### src/rtl/asr_pkg.sv
// Shared types and constants for the ARM status register unit.
// Holds status codes, instruction kinds, PSR bit positions and the
// structs passed between the execute logic, the state bank and the top.
`timescale 1ns / 1ps
`default_nettype none

package asr_pkg;

    // instruction kinds
    localparam logic [1:0] K_MRS = 2'd0;
    localparam logic [1:0] K_MSR = 2'd1;
    localparam logic [1:0] K_CPS = 2'd2;

    // result status codes
    localparam logic [3:0] ST_DONE   = 4'd0;
    localparam logic [3:0] ST_COND   = 4'd1;
    localparam logic [3:0] ST_IMOD   = 4'd2;
    localparam logic [3:0] ST_PC     = 4'd3;
    localparam logic [3:0] ST_NOSPSR = 4'd4;
    localparam logic [3:0] ST_TTOG   = 4'd5;
    localparam logic [3:0] ST_ETOG   = 4'd6;
    localparam logic [3:0] ST_AF     = 4'd7;
    localparam logic [3:0] ST_FIQ    = 4'd8;
    localparam logic [3:0] ST_MODE   = 4'd9;
    localparam logic [3:0] ST_USER   = 4'd10;

    // processor modes
    localparam logic [4:0] MODE_USR = 5'h10;
    localparam logic [4:0] MODE_FIQ = 5'h11;
    localparam logic [4:0] MODE_IRQ = 5'h12;
    localparam logic [4:0] MODE_SVC = 5'h13;
    localparam logic [4:0] MODE_ABT = 5'h17;
    localparam logic [4:0] MODE_UND = 5'h1B;

    // PSR bit positions
    localparam int BIT_T = 5;
    localparam int BIT_F = 6;
    localparam int BIT_I = 7;
    localparam int BIT_A = 8;
    localparam int BIT_E = 9;

    localparam logic [31:0] CPSR_RESET = 32'h0000_01D3;
    localparam int          NUM_BANKS  = 5;
    localparam logic [3:0]  REG_PC     = 4'hF;

    // state update requested by one instruction
    typedef struct packed {
        logic        cpsr_we;
        logic        spsr_we;
        logic        latch_we;
        logic [31:0] cpsr_val;
        logic [31:0] spsr_val;
        logic        latch_val;
    } t_upd;

    // one result word
    typedef struct packed {
        logic [31:0] dest_value;
        logic [3:0]  dest_index;
        logic        dest_write;
        logic [31:0] next_pc;
        logic [3:0]  status;
        logic        irq_flag;
    } t_res;

    // view of the state bank seen by the execute logic
    typedef struct packed {
        logic [31:0] cpsr;
        logic [31:0] spsr;
        logic        spsr_ok;
        logic        latch;
        logic        ttc;
    } t_state;

endpackage

`default_nettype wire

### src/rtl/arm_status_register_unit.sv
// ARM status register unit: MRS, MSR and CPS against CPSR and banked SPSRs.
// An accepted item is held in the input register until it fires; its result is then loaded into the result register.
// Throughput: one word per cycle while the output is not stalled; the state bank updates as the result is registered.
// Reset (synchronous, active low): CPSR 0x000001D3, all SPSRs zero, IRQ latch clear,
// thumb toggle check on, both pipeline registers empty.
// Depends on asr_pkg, asr_exec and asr_bank.
`timescale 1ns / 1ps
`default_nettype none

module arm_status_register_unit (
    input  wire logic        i_clk,
    input  wire logic        i_rst_n,
    // configuration write channel
    input  wire logic        i_cfg_valid,
    output logic             o_cfg_ready,
    input  wire logic        i_cfg_data,
    // input channel
    input  wire logic        i_valid,
    output logic             o_stall,
    input  wire logic [1:0]  i_kind,
    input  wire logic [31:0] i_instruction_word,
    input  wire logic [31:0] i_source_value,
    input  wire logic [31:0] i_current_pc,
    input  wire logic        i_irq_line,
    input  wire logic        i_fiq_line,
    // output channel
    output logic             o_valid,
    input  wire logic        i_stall,
    output logic [31:0]      o_dest_value,
    output logic [3:0]       o_dest_index,
    output logic             o_dest_write,
    output logic [31:0]      o_next_pc,
    output logic [3:0]       o_status,
    output logic             o_irq_pending_flag
);

    logic                r_in_valid;
    logic [1:0]          r_kind;
    logic [31:0]         r_instr;
    logic [31:0]         r_src;
    logic [31:0]         r_pc;
    logic                r_irq;
    logic                r_fiq;

    logic                r_out_valid;
    asr_pkg::t_res       r_res;

    logic                advance;
    logic                fire;
    logic                take_in;
    asr_pkg::t_state     state;
    asr_pkg::t_upd       upd;
    asr_pkg::t_res       res;

    assign advance     = !r_out_valid || !i_stall;
    assign fire        = r_in_valid && advance;
    assign o_stall     = r_in_valid && !advance;
    assign take_in     = i_valid && !o_stall;
    assign o_cfg_ready = 1'b1;

    always_ff @(posedge i_clk) begin
        if (!i_rst_n) begin
            r_in_valid <= 1'b0;
        end else if (take_in) begin
            r_in_valid <= 1'b1;
        end else if (fire) begin
            r_in_valid <= 1'b0;
        end
    end

    always_ff @(posedge i_clk) begin
        if (take_in) begin
            r_kind  <= i_kind;
            r_instr <= i_instruction_word;
            r_src   <= i_source_value;
            r_pc    <= i_current_pc;
            r_irq   <= i_irq_line;
            r_fiq   <= i_fiq_line;
        end
    end

    asr_exec u_exec (
        .i_kind             (r_kind),
        .i_instruction_word (r_instr),
        .i_source_value     (r_src),
        .i_current_pc       (r_pc),
        .i_irq_line         (r_irq),
        .i_fiq_line         (r_fiq),
        .i_state            (state),
        .o_upd              (upd),
        .o_res              (res)
    );

    asr_bank u_bank (
        .i_clk      (i_clk),
        .i_rst_n    (i_rst_n),
        .i_commit   (fire),
        .i_upd      (upd),
        .i_cfg_we   (i_cfg_valid && o_cfg_ready),
        .i_cfg_data (i_cfg_data),
        .o_state    (state)
    );

    always_ff @(posedge i_clk) begin
        if (!i_rst_n) begin
            r_out_valid <= 1'b0;
        end else if (advance) begin
            r_out_valid <= r_in_valid;
        end
    end

    // hold the result while stalled
    always_ff @(posedge i_clk) begin
        if (fire) begin
            r_res <= res;
        end
    end

    assign o_valid            = r_out_valid;
    assign o_dest_value       = r_res.dest_value;
    assign o_dest_index       = r_res.dest_index;
    assign o_dest_write       = r_res.dest_write;
    assign o_next_pc          = r_res.next_pc;
    assign o_status           = r_res.status;
    assign o_irq_pending_flag = r_res.irq_flag;

    a_stall_needs_item: assert property (@(posedge i_clk) disable iff (!i_rst_n)
        o_stall |-> (r_in_valid && r_out_valid && i_stall))
        else $error("input stalled without a blocked item");

    a_one_target: assert property (@(posedge i_clk) disable iff (!i_rst_n)
        fire |-> !(upd.cpsr_we && upd.spsr_we))
        else $error("CPSR and SPSR written by one instruction");

    a_error_no_write: assert property (@(posedge i_clk) disable iff (!i_rst_n)
        (fire && res.status != asr_pkg::ST_DONE) |-> !(upd.cpsr_we || upd.spsr_we
                                                      || upd.latch_we))
        else $error("failing instruction updated state");

    a_dest_clean: assert property (@(posedge i_clk) disable iff (!i_rst_n)
        (o_valid && !o_dest_write) |-> (o_dest_value == 32'd0 && o_dest_index == 4'd0))
        else $error("destination fields set without a write");

    a_write_done: assert property (@(posedge i_clk) disable iff (!i_rst_n)
        (o_valid && o_dest_write) |-> (o_status == asr_pkg::ST_DONE
                                       && o_dest_index != asr_pkg::REG_PC))
        else $error("register write on a failing or PC-target MRS");

endmodule

`default_nettype wire

### src/rtl/asr_bank.sv
// State bank: current PSR, five banked saved PSRs, IRQ latch and the
// thumb toggle check register. Depends on asr_pkg.
`timescale 1ns / 1ps
`default_nettype none

module asr_bank (
    input  wire logic            i_clk,
    input  wire logic            i_rst_n,
    input  wire logic            i_commit,
    input  wire asr_pkg::t_upd   i_upd,
    input  wire logic            i_cfg_we,
    input  wire logic            i_cfg_data,
    output asr_pkg::t_state      o_state
);

    logic [31:0] r_cpsr;
    logic [31:0] r_spsr [asr_pkg::NUM_BANKS];
    logic        r_latch;
    logic        r_ttc;

    logic [2:0]  bank_idx;
    logic        bank_ok;

    // select the saved PSR of the current mode
    always_comb begin
        bank_idx = 3'd0;
        bank_ok  = 1'b1;
        case (r_cpsr[4:0])
            asr_pkg::MODE_FIQ: bank_idx = 3'd0;
            asr_pkg::MODE_IRQ: bank_idx = 3'd1;
            asr_pkg::MODE_SVC: bank_idx = 3'd2;
            asr_pkg::MODE_ABT: bank_idx = 3'd3;
            asr_pkg::MODE_UND: bank_idx = 3'd4;
            default:           bank_ok  = 1'b0;
        endcase
    end

    always_ff @(posedge i_clk) begin
        if (!i_rst_n) begin
            r_cpsr  <= asr_pkg::CPSR_RESET;
            r_latch <= 1'b0;
            r_ttc   <= 1'b1;
            for (int k = 0; k < asr_pkg::NUM_BANKS; k++) begin
                r_spsr[k] <= 32'd0;
            end
        end else begin
            if (i_cfg_we) begin
                r_ttc <= i_cfg_data;
            end
            if (i_commit && i_upd.cpsr_we) begin
                r_cpsr <= i_upd.cpsr_val;
            end
            if (i_commit && i_upd.spsr_we && bank_ok) begin
                r_spsr[bank_idx] <= i_upd.spsr_val;
            end
            if (i_commit && i_upd.latch_we) begin
                r_latch <= i_upd.latch_val;
            end
        end
    end

    assign o_state.cpsr    = r_cpsr;
    assign o_state.spsr    = r_spsr[bank_idx];
    assign o_state.spsr_ok = bank_ok;
    assign o_state.latch   = r_latch;
    assign o_state.ttc     = r_ttc;

endmodule

`default_nettype wire

### src/rtl/asr_exec.sv
// Execute logic for MRS, MSR and CPS: condition test, immediate
// expansion, byte-field merges and mask updates. Depends on asr_pkg.
`timescale 1ns / 1ps
`default_nettype none

module asr_exec (
    input  wire logic [1:0]     i_kind,
    input  wire logic [31:0]    i_instruction_word,
    input  wire logic [31:0]    i_source_value,
    input  wire logic [31:0]    i_current_pc,
    input  wire logic           i_irq_line,
    input  wire logic           i_fiq_line,
    input  wire asr_pkg::t_state i_state,
    output asr_pkg::t_upd       o_upd,
    output asr_pkg::t_res       o_res
);

    function automatic logic cond_pass(input logic [3:0] cc, input logic [3:0] nzcv);
        logic n, z, c, v, r;
        n = nzcv[3];
        z = nzcv[2];
        c = nzcv[1];
        v = nzcv[0];
        case (cc)
            4'd0:    r = z;
            4'd1:    r = !z;
            4'd2:    r = c;
            4'd3:    r = !c;
            4'd4:    r = n;
            4'd5:    r = !n;
            4'd6:    r = v;
            4'd7:    r = !v;
            4'd8:    r = c && !z;
            4'd9:    r = !c || z;
            4'd10:   r = (n == v);
            4'd11:   r = (n != v);
            4'd12:   r = !z && (n == v);
            4'd13:   r = z || (n != v);
            default: r = 1'b1;
        endcase
        return r;
    endfunction

    // rotate the 8-bit immediate right by twice the rotate field
    function automatic logic [31:0] expand_imm(input logic [11:0] imm12);
        logic [63:0] dbl;
        logic [4:0]  rot;
        dbl = {24'd0, imm12[7:0], 24'd0, imm12[7:0]};
        rot = {imm12[11:8], 1'b0};
        dbl = dbl >> rot;
        return dbl[31:0];
    endfunction

    logic [31:0] instr;
    logic [31:0] cpsr;
    logic        priv;
    logic        cond;
    logic [3:0]  rd;
    logic [3:0]  fmask;
    logic        use_spsr;
    logic [31:0] value;
    logic [31:0] old_psr;
    logic [31:0] new_psr;
    logic [1:0]  imod;
    logic        sel_a;
    logic        sel_i;
    logic        sel_f;
    logic [31:0] psr;
    logic        latch;
    logic [3:0]  st;

    assign instr    = i_instruction_word;
    assign cpsr     = i_state.cpsr;
    assign priv     = (cpsr[4:0] != asr_pkg::MODE_USR);
    assign cond     = cond_pass(instr[31:28], cpsr[31:28]);
    assign rd       = instr[15:12];
    assign fmask    = instr[19:16];
    assign use_spsr = instr[22];
    assign value    = instr[25] ? expand_imm(instr[11:0]) : i_source_value;
    assign old_psr  = use_spsr ? i_state.spsr : cpsr;
    assign imod     = instr[19:18];
    assign sel_a    = instr[8];
    assign sel_i    = instr[7];
    assign sel_f    = instr[6];

    // field merge for MSR; control, extension and status bytes need privilege
    always_comb begin
        new_psr = old_psr;
        if (fmask[0] && priv) new_psr[7:0]   = value[7:0];
        if (fmask[1] && priv) new_psr[15:8]  = value[15:8];
        if (fmask[2] && priv) new_psr[23:16] = value[23:16];
        if (fmask[3])         new_psr[31:24] = value[31:24];
    end

    always_comb begin
        o_upd            = '0;
        o_res            = '0;
        o_res.next_pc    = i_current_pc + 32'd4;
        st               = asr_pkg::ST_DONE;
        psr              = cpsr;
        latch            = i_state.latch;
        case (i_kind)
            asr_pkg::K_MRS: begin
                if (rd == asr_pkg::REG_PC) begin
                    st = asr_pkg::ST_PC;
                end else if (!cond) begin
                    st = asr_pkg::ST_COND;
                end else if (use_spsr && !i_state.spsr_ok) begin
                    st = asr_pkg::ST_NOSPSR;
                end else begin
                    o_res.dest_value = old_psr;
                    o_res.dest_index = rd;
                    o_res.dest_write = 1'b1;
                end
            end
            asr_pkg::K_MSR: begin
                if (!cond) begin
                    st = asr_pkg::ST_COND;
                end else if (!instr[25] && (instr[3:0] == asr_pkg::REG_PC)) begin
                    st = asr_pkg::ST_PC;
                end else if (use_spsr && !i_state.spsr_ok) begin
                    st = asr_pkg::ST_NOSPSR;
                end else if (fmask[0] && priv && i_state.ttc
                             && (old_psr[asr_pkg::BIT_T] != value[asr_pkg::BIT_T])) begin
                    st = asr_pkg::ST_TTOG;
                end else if (fmask[1] && priv
                             && (old_psr[asr_pkg::BIT_E] != value[asr_pkg::BIT_E])) begin
                    st = asr_pkg::ST_ETOG;
                end else begin
                    o_upd.cpsr_we  = !use_spsr;
                    o_upd.spsr_we  = use_spsr;
                    o_upd.cpsr_val = new_psr;
                    o_upd.spsr_val = new_psr;
                end
            end
            asr_pkg::K_CPS: begin
                if (!imod[1]) begin
                    st = asr_pkg::ST_IMOD;
                end else if (!priv) begin
                    st = asr_pkg::ST_USER;
                end else if (!imod[0]) begin
                    // enable: clear selected I and F masks; a selected A must already be clear
                    if (sel_a && cpsr[asr_pkg::BIT_A]) begin
                        st = asr_pkg::ST_AF;
                    end else if (sel_f && cpsr[asr_pkg::BIT_F] && i_fiq_line) begin
                        st = asr_pkg::ST_FIQ;
                    end
                    if (sel_i) begin
                        if (cpsr[asr_pkg::BIT_I] && i_irq_line) latch = 1'b1;
                        psr[asr_pkg::BIT_I] = 1'b0;
                    end
                    if (sel_f) psr[asr_pkg::BIT_F] = 1'b0;
                end else begin
                    // disable: A and F must already be set
                    if ((sel_a && !cpsr[asr_pkg::BIT_A])
                        || (sel_f && !cpsr[asr_pkg::BIT_F])) begin
                        st = asr_pkg::ST_AF;
                    end
                    if (sel_i) begin
                        if (!cpsr[asr_pkg::BIT_I]) latch = 1'b0;
                        psr[asr_pkg::BIT_I] = 1'b1;
                    end
                end
                if (st == asr_pkg::ST_DONE && instr[17]) begin
                    st = asr_pkg::ST_MODE;
                end
                if (st == asr_pkg::ST_DONE) begin
                    o_upd.cpsr_we   = 1'b1;
                    o_upd.cpsr_val  = psr;
                    o_upd.latch_we  = 1'b1;
                    o_upd.latch_val = latch;
                end
            end
            default: ;
        endcase
        o_res.status   = st;
        o_res.irq_flag = o_upd.latch_we ? o_upd.latch_val : i_state.latch;
    end

endmodule

`default_nettype wire
### config.mk
export PLATFORM = sky130hd
export DESIGN_NAME = arm_status_register_unit
export DESIGN_NICKNAME = d
export VERILOG_FILES = /design/src/rtl/asr_pkg.sv /design/src/rtl/arm_status_register_unit.sv /design/src/rtl/asr_bank.sv /design/src/rtl/asr_exec.sv
export SDC_FILE = /design/constraint.sdc
export NUM_CORES = 1
export LEC_CHECK = 0
export BUFFER_PORTS_ARGS = -buffer_cell sky130_fd_sc_hd__buf_4
export CAP_MARGIN = 10
export CELL_PAD_IN_SITES_DETAIL_PLACEMENT = 1
export CELL_PAD_IN_SITES_GLOBAL_PLACEMENT = 2
export CORE_ASPECT_RATIO = 0.6
export CORE_UTILIZATION = 40
export CTS_CLUSTER_DIAMETER = 30
export DETAILED_ROUTE_END_ITERATION = 7
export PLACE_DENSITY = 0.78
export SLEW_MARGIN = 15
export SYNTH_ARGS = -nofsm -noshare
export SYNTH_HDL_FRONTEND = slang
export SYNTH_HIERARCHICAL = 1
export SYNTH_SLANG_ARGS = --single-unit
### constraint.sdc
create_clock -name i_clk -period 23.4 [get_ports i_clk]
set_clock_uncertainty 0.2 [all_clocks]
set_input_delay 4.68 -clock i_clk [delete_from_list [all_inputs] [get_ports i_clk]]
set_output_delay 4.68 -clock i_clk [all_outputs]
set_load 0.01 [all_outputs]
==> results of run 1 <==
[stage by stage]
stage	cell area, um^2	total power [uW]	hold slack, ps	setup WS, ps
2_1_floorplan	17500	829	243	8920
3_3_place_gp	19300	883	202	13380
3_5_place_dp	19300	886	207	13380
4_1_cts	21400	1820	219	13380
5_1_grt	21400	1860	234	13360
6_report	21400	1800	218	13380
[final cells by class]
cell class              count  area, um^2
diodes                      1        2.50
multi-input cells        1035        6270
clock inverters            47         598
clock buffers              64        1520
flip-flops and latches    364       10600
well taps                 570         713
inverters                  54         203
repair buffers            209        1570
fillers                  4515       21100
[cells in the final DEF, fill, tap and decap left out, types with 12 or more instances in the layout]
master                      instances
sky130_fd_sc_hd__nand4_1           19
sky130_fd_sc_hd__o31ai_1           14
sky130_fd_sc_hd__nor2_1           176
sky130_fd_sc_hd__o41ai_1           16
sky130_fd_sc_hd__clkbuf_16         60
sky130_fd_sc_hd__inv_1             53
sky130_fd_sc_hd__xnor2_1           23
sky130_fd_sc_hd__bufinv_16         12
sky130_fd_sc_hd__and2_1            80
sky130_fd_sc_hd__a221oi_1          38
sky130_fd_sc_hd__o21ai_0           31
sky130_fd_sc_hd__nand3_1           55
sky130_fd_sc_hd__edfxtp_1         328
sky130_fd_sc_hd__a21boi_0          29
sky130_fd_sc_hd__a211oi_1          31
sky130_fd_sc_hd__a21oi_1           88
sky130_fd_sc_hd__nor2b_1           13
sky130_fd_sc_hd__nor3_1            21
sky130_fd_sc_hd__mux2i_1           39
sky130_fd_sc_hd__nand2_1          159
sky130_fd_sc_hd__dfxtp_1           36
sky130_fd_sc_hd__o211ai_1          32
sky130_fd_sc_hd__nand2b_1          43
sky130_fd_sc_hd__buf_4            209
[state kept, by name (all words and copies together) (netlist names), 2 cells and up]
register       count
o_dest_index       4
o_dest_value      32
o_next_pc         32
o_status           4
r_instr           26
r_kind             2
r_pc              32
r_src             32
u_bank/r_cpsr     32
u_bank/r_spsr    160
[metal layers]
metal  share of wire, %  vias up  GRT usage (%)
met5                  0        -              0
met4                1.7        0           6.26
met2                 45      395           38.2
met1                 47     6761           35.3
met3                6.3       73           5.18
li1                   -     6065              -
[final timing paths]
kind,endpoint,slack (ps),cells after the start
setup / recovery,o_stall,13380,3
hold / removal,o_next_pc[0]$_DFFE_PP_,220,0
hold reg to reg,o_next_pc[0]$_DFFE_PP_,220,0
setup reg to reg,u_bank/r_spsr[3][18]$_SDFFCE_PN0P_,16200,17
[where the power goes]
group          total (uW)  switching, uW  internal (uW)
registers             750           13.8            736
clock network         927            323            604
logic                 126           81.8           43.8
total                1800            419           1380
[worst register-to-register path, stage by stage (launching register included)]
cell                        delay, ps
sky130_fd_sc_hd__dfxtp_1          860
sky130_fd_sc_hd__buf_4            500
sky130_fd_sc_hd__inv_1            190
sky130_fd_sc_hd__and3_1           180
sky130_fd_sc_hd__buf_4            290
sky130_fd_sc_hd__a221oi_1         340
sky130_fd_sc_hd__a21oi_1          150
sky130_fd_sc_hd__mux2i_1          570
sky130_fd_sc_hd__a2111oi_1        200
sky130_fd_sc_hd__a211oi_4         440
sky130_fd_sc_hd__nand4b_2         130
sky130_fd_sc_hd__buf_4            290
sky130_fd_sc_hd__nor2_1           190
sky130_fd_sc_hd__and3_1           170
sky130_fd_sc_hd__buf_4            430
sky130_fd_sc_hd__and3_4           570
sky130_fd_sc_hd__nand2b_1         670
sky130_fd_sc_hd__buf_4            460
==> insert_results.sql, run 1 <==
INSERT INTO impl_metrics (metric_group, metric, value, unit) VALUES
('status', 'status', 'finished, final reports clean', ''),
('clock_tree', 'clockBufferDepth', '3', ''),
('critical_path', 'critical_path.slowest_cell', 'sky130_fd_sc_hd__and3_4', ''),
('critical_path', 'cp_num_buf_inv', '2', ''),
('clock_tree', 'cts_hold_buffers', '0', ''),
('critical_path', 'data_required_critical_path', '18520', 'ps'),
('timing', 'final_period_minus_worst_setup_slack', '10020', 'ps'),
('critical_path', 'critical_path.top_delay_family', 'buffers and inverters', ''),
('detailed_routing', 'drt_pre_antenna_iters', '6', ''),
('clock_tree', 'cts_setup_buffers', '0', ''),
('timing', 'sum_of_negative_setup_slack', '0', 'ps'),
('timing', 'worst-slew-pin-transition', '1140', 'ps'),
('clock_tree', 'htree_levels', '2', ''),
('layout', 'final_layout_size_suffix_gt1_share', '19.7', '%'),
('detailed_routing', 'postRouteWirelength', '55300', 'um'),
('global_routing', 'number_of_global_route_vias_before_repair', '13600', ''),
('synthesis', 'synth.avg_cell_area', '11.2', 'um^2'),
('detailed_routing', 'num_vias', '13300', ''),
('critical_path', 'worstSetupPathType', 'input port to primary output', ''),
('critical_path', 'critPathArrivalTime', '5140', 'ps'),
('synthesis', 'synth-warning-count', '6', ''),
('detailed_routing', 'number_of_remaining_drc_errors', '0', ''),
('critical_path', 'critical_path_sink_type', 'primary output', ''),
('place', 'place_hpwl', '36000', 'um'),
('layout', 'final_util', '50.4', '%'),
('global_routing', 'grt_max_degree', '63', ''),
('detailed_routing', 'drt_iter0_markers', '949', ''),
('critical_path', 'critPathMaxFanout', '3', ''),
('timing', 'hold_viol_final', '0', ''),
('floorplanning', 'chipHeight', '164', 'um'),
('critical_path', 'cp_cell_sequence', 'buf_4, and3_4, buf_4', ''),
('timing', 'timing.final.setup_violations', '0', ''),
('floorplanning', 'coreArea', '0.0425', 'mm^2'),
('clock_tree', 'num_clock_sinks', '364', ''),
('clock_tree', 'cts.repair.resized', '0', ''),
('timing', 'slew_headroom', '24.2', '%'),
('critical_path', 'worst_setup_path_startpoint', 'i_stall', ''),
('layout', 'syn2layout_area_growth', '22.4', '%'),
('global_routing', 'grt_pass1_wl', '83000', 'um'),
('clock_tree', 'cts_made_buffers', '59', ''),
('critical_path', 'crit-reg2reg-launch', 'u_bank/r_cpsr[2]$_SDFFE_PN0P_', ''),
('critical_path', 'critical_path.startpoint_type', 'input port', ''),
('pwr', 'power_per_cell_area', '84.1', 'mW/mm^2'),
('place', 'numPlacedInstances', '2232', ''),
('clock_tree', 'worst_skew_pair.late_latency', '600', 'ps'),
('pwr', 'leakagePower', '0.00770', 'uW'),
('floorplanning', 'fp.dieW', '272', 'um'),
('job', 'drv.max_cap_violation_count', '0', ''),
('layout', 'finish.net_count', '1834', ''),
('floorplanning', 'die-area', '0.0447', 'mm^2'),
('clock_tree', 'cts_tree', 'done', ''),
('place', 'weighted_congestion_reported_at_the_end_of_routability_driven_placement', '0.954', ''),
('timing', 'grt_setup_unrepaired', 'false', ''),
('min_path', 'hp-start', 'r_pc[0]$_DFFE_PP_', ''),
('timing', 'achievable-frequency', '99.8', 'MHz'),
('detailed_routing', 'route.detailed.vias_per_inst', '5.67', ''),
('pwr', 'vdd_drop_max', '0.0655', 'mV'),
('clock_tree', 'cts-root-buf', 'sky130_fd_sc_hd__clkbuf_16', ''),
('global_routing', 'overall_global_routing_usage', '24.7', '%'),
('timing', 'report.final.slew_viol_count', '0', ''),
('detailed_routing', 'ant_nets', '0', ''),
('critical_path', 'worst_path_most_repeated_cell', 'sky130_fd_sc_hd__buf_4', ''),
('timing', 'layout_worst_path_cycle_share', '42.8', '%'),
('global_routing', 'grt_antenna_before_repair', '1', ''),
('floorplanning', 'io_pins', '183', ''),
('synthesis', 'syn_inst', '1568', ''),
('synthesis', 'syn_nets', '1679', ''),
('layout', 'stdcell_count', '2344', ''),
('synthesis', 'syn-cell-area', '0.0175', 'mm^2'),
('place', 'buffer_ports.inserted', '175', ''),
('floorplanning', 'core.rowCount', '58', ''),
('floorplanning', 'initial_util', '41.2', '%'),
('clock_tree', 'clk_transition_reported_paths', '50', 'ps'),
('detailed_routing', 'wl_per_cell', '23.6', 'um'),
('critical_path', 'timing.critical_path.slowest_cell_delay', '190', 'ps'),
('min_path', 'timing.hold.worst.class', 'flop to flop', ''),
('global_routing', 'grt.overflow.total', '0', '');
Power figures use the tool's default switching activity.
==> run 2, diff against run 1 <==
Settings changed: CORE_UTILIZATION 40 to 35, PLACE_DENSITY 0.78 to 0.72.
Clock period 23.4 ns to 8.6 ns, I/O delays scaled along.
==> insert_results.sql, run 2 (synthesized netlist as in run 1, its figures left out) <==
INSERT INTO impl_metrics (metric_group, metric, value, unit) VALUES
('clock_tree', 'cts-root-buf', 'sky130_fd_sc_hd__clkbuf_16', ''),
('timing', 'layout_worst_path_cycle_share', '72.0', '%'),
('timing', 'final_period_minus_worst_setup_slack', '6190', 'ps'),
('global_routing', 'overall_global_routing_usage', '22.3', '%'),
('job', 'drv.max_cap_violation_count', '0', ''),
('floorplanning', 'coreArea', '0.0494', 'mm^2'),
('timing', 'report.final.slew_viol_count', '0', ''),
('place', 'weighted_congestion_reported_at_the_end_of_routability_driven_placement', '0.949', ''),
('global_routing', 'grt.overflow.total', '0', ''),
('timing', 'worst-slew-pin-transition', '1090', 'ps'),
('min_path', 'hp-start', 'r_pc[1]$_DFFE_PP_', ''),
('floorplanning', 'fp.dieW', '291', 'um'),
('detailed_routing', 'drt_pre_antenna_iters', '5', ''),
('critical_path', 'r2r.worst_path.cells', '15', ''),
('timing', 'slew_headroom', '27.0', '%'),
('timing', 'whs', '218', 'ps'),
('min_path', 'hold_path_depth', '0', ''),
('floorplanning', 'core.rowCount', '63', ''),
('critical_path', 'worstSetupPathType', 'flop to flop', ''),
('critical_path', 'worst-r2r-setup-slack', '2410', 'ps'),
('detailed_routing', 'num_vias', '13300', ''),
('floorplanning', 'io_pins', '183', ''),
('floorplanning', 'initial_util', '35.4', '%'),
('layout', 'finish.net_count', '1852', ''),
('clock_tree', 'cts_made_buffers', '73', ''),
('pwr', 'vdd_drop_max', '0.183', 'mV'),
('critical_path', 'crit-reg2reg-capture', 'u_bank/r_spsr[2][28]$_SDFFCE_PN0P_', ''),
('layout', 'syn2layout_area_growth', '26.4', '%'),
('min_path', 'timing.hold.worst.class', 'flop to flop', ''),
('critical_path', 'critical_path_sink_type', 'flop', ''),
('detailed_routing', 'postRouteWirelength', '57200', 'um'),
('global_routing', 'grt_max_degree', '63', ''),
('detailed_routing', 'route.detailed.vias_per_inst', '5.44', ''),
('timing', 'grt_setup_unrepaired', 'false', ''),
('critical_path', 'critical_path.startpoint_type', 'flop', ''),
('timing', 'achievable-frequency', '161', 'MHz'),
('status', 'status', 'finished, final reports clean', ''),
('clock_tree', 'num_clock_sinks', '364', ''),
('clock_tree', 'clk_transition_reported_paths', '50', 'ps'),
('layout', 'antennaDiodeCount', '0', ''),
('clock_tree', 'cts_tree', 'done', ''),
('clock_tree', 'cts_hold_buffers', '0', ''),
('global_routing', 'number_of_global_route_vias_before_repair', '13800', ''),
('pwr', 'leakagePower', '0.00797', 'uW'),
('layout', 'mostFrequentLayoutCell', 'sky130_fd_sc_hd__edfxtp_1', ''),
('detailed_routing', 'ant_nets', '0', ''),
('min_path', 'hold_path_end', 'o_next_pc[1]$_DFFE_PP_', ''),
('critical_path', 'crit-reg2reg-launch', 'u_bank/r_cpsr[3]$_SDFFE_PN0P_', ''),
('detailed_routing', 'number_of_remaining_drc_errors', '0', ''),
('layout', 'final_layout_size_suffix_gt1_share', '20.5', '%'),
('layout', 'final.fill_count', '5209', ''),
('clock_tree', 'htree_levels', '3', ''),
('critical_path', 'data_required_critical_path', '8650', 'ps'),
('global_routing', 'grt_pass1_wl', '85700', 'um'),
('critical_path', 'critPathArrivalTime', '6240', 'ps'),
('detailed_routing', 'wl_per_cell', '23.4', 'um'),
('floorplanning', 'chipHeight', '175', 'um'),
('global_routing', 'grt_antenna_before_repair', '1', ''),
('layout', 'final_util', '44.8', '%'),
('detailed_routing', 'drt_iter0_markers', '947', ''),
('clock_tree', 'worst_skew_pair.late_latency', '580', 'ps'),
('critical_path', 'critPathMaxFanout', '34', ''),
('pwr', 'power_per_cell_area', '249', 'mW/mm^2'),
('place', 'buffer_ports.inserted', '175', ''),
('layout', 'max_reg_flops', '160', ''),
('timing', 'timing.final.setup_violations', '0', ''),
('clock_tree', 'cts.repair.resized', '0', ''),
('floorplanning', 'die-area', '0.0510', 'mm^2'),
('place', 'place_hpwl', '37600', 'um'),
('clock_tree', 'clockBufferDepth', '3', ''),
('clock_tree', 'cts_setup_buffers', '0', ''),
('layout', 'regMostFlops', 'u_bank/r_spsr', ''),
('layout', 'most-common-layout-cells', 'sky130_fd_sc_hd__edfxtp_1 (328), sky130_fd_sc_hd__buf_4 (213), sky130_fd_sc_hd__nor2_1 (176)', ''),
('timing', 'hold_viol_final', '0', ''),
('timing', 'sum_of_negative_setup_slack', '0', 'ps');
==> run 2: worst max-delay path by stage <==
stage,from,endpoint,slack [ps],cells past startpoint
floorplan,i_stall,u_bank/r_spsr[0][0]$_SDFFCE_PN0P_,1010,5
global placement,u_bank/r_cpsr[3]$_SDFFE_PN0P_,u_bank/r_spsr[2][29]$_SDFFCE_PN0P_,2610,15
detailed placement,u_bank/r_cpsr[3]$_SDFFE_PN0P_,u_bank/r_spsr[2][29]$_SDFFCE_PN0P_,2490,15
CTS,u_bank/r_cpsr[3]$_SDFFE_PN0P_,u_bank/r_spsr[2][21]$_SDFFCE_PN0P_,2450,15
global route,u_bank/r_cpsr[3]$_SDFFE_PN0P_,u_bank/r_spsr[2][26]$_SDFFCE_PN0P_,2070,15
finish,u_bank/r_cpsr[3]$_SDFFE_PN0P_,u_bank/r_spsr[2][28]$_SDFFCE_PN0P_,2410,15
==> run 2: report_power, final <==
group	switching [uW]	internal, uW	total (uW)
registers	33.8	2010	2040
logic	231	120	351
clock network	969	2150	3110
total	1230	4270	5510
==> run 2: worst max-delay path: stages, from the launching register on <==
cell,delay (ps)
sky130_fd_sc_hd__dfxtp_1,480
sky130_fd_sc_hd__and2_1,290
sky130_fd_sc_hd__nand3b_4,520
sky130_fd_sc_hd__a221oi_1,460
sky130_fd_sc_hd__a21oi_1,140
sky130_fd_sc_hd__mux2i_1,440
sky130_fd_sc_hd__a2111oi_1,160
sky130_fd_sc_hd__a211oi_4,420
sky130_fd_sc_hd__nand4b_2,140
sky130_fd_sc_hd__buf_4,280
sky130_fd_sc_hd__nor2_1,180
sky130_fd_sc_hd__nand3_1,200
sky130_fd_sc_hd__nor4_4,210
sky130_fd_sc_hd__buf_4,420
sky130_fd_sc_hd__nand2b_1,830
sky130_fd_sc_hd__buf_4,440
==> run 2: area by class of cell <==
cell class | count | area, um^2 | area share [%]
inverters | 54 | 203 | 0.916
multi-input cells | 1035 | 6270 | 28.3
clock buffers | 84 | 1920 | 8.68
clock inverters | 49 | 762 | 3.44
repair buffers | 213 | 1600 | 7.22
flip-flops and latches | 364 | 10600 | 47.8
well taps | 650 | 813 | 3.67
==> run 2: layer usage <==
layer	up-vias	global-route usage (%)	wire, um
met3	75	4.85	3550
met2	353	33.4	24700
met1	6806	32.6	28000
met5	-	0	0
met4	0	5.56	942
li1	6091	-	-
==> run 2: metrics by stage <==
stage | total power (uW) | setup slack [ps] | cells | cell area (um^2)
6_report | 5510 | 2410 | 2449 | 22100
5_1_grt | 5660 | 2070 | 2449 | 22100
4_1_cts | 5560 | 2450 | 2449 | 22100
3_5_place_dp | 2420 | 2490 | 2316 | 19500
3_3_place_gp | 2410 | 2610 | 2316 | 19500
2_1_floorplan | 2250 | 1010 | 1568 | 17500
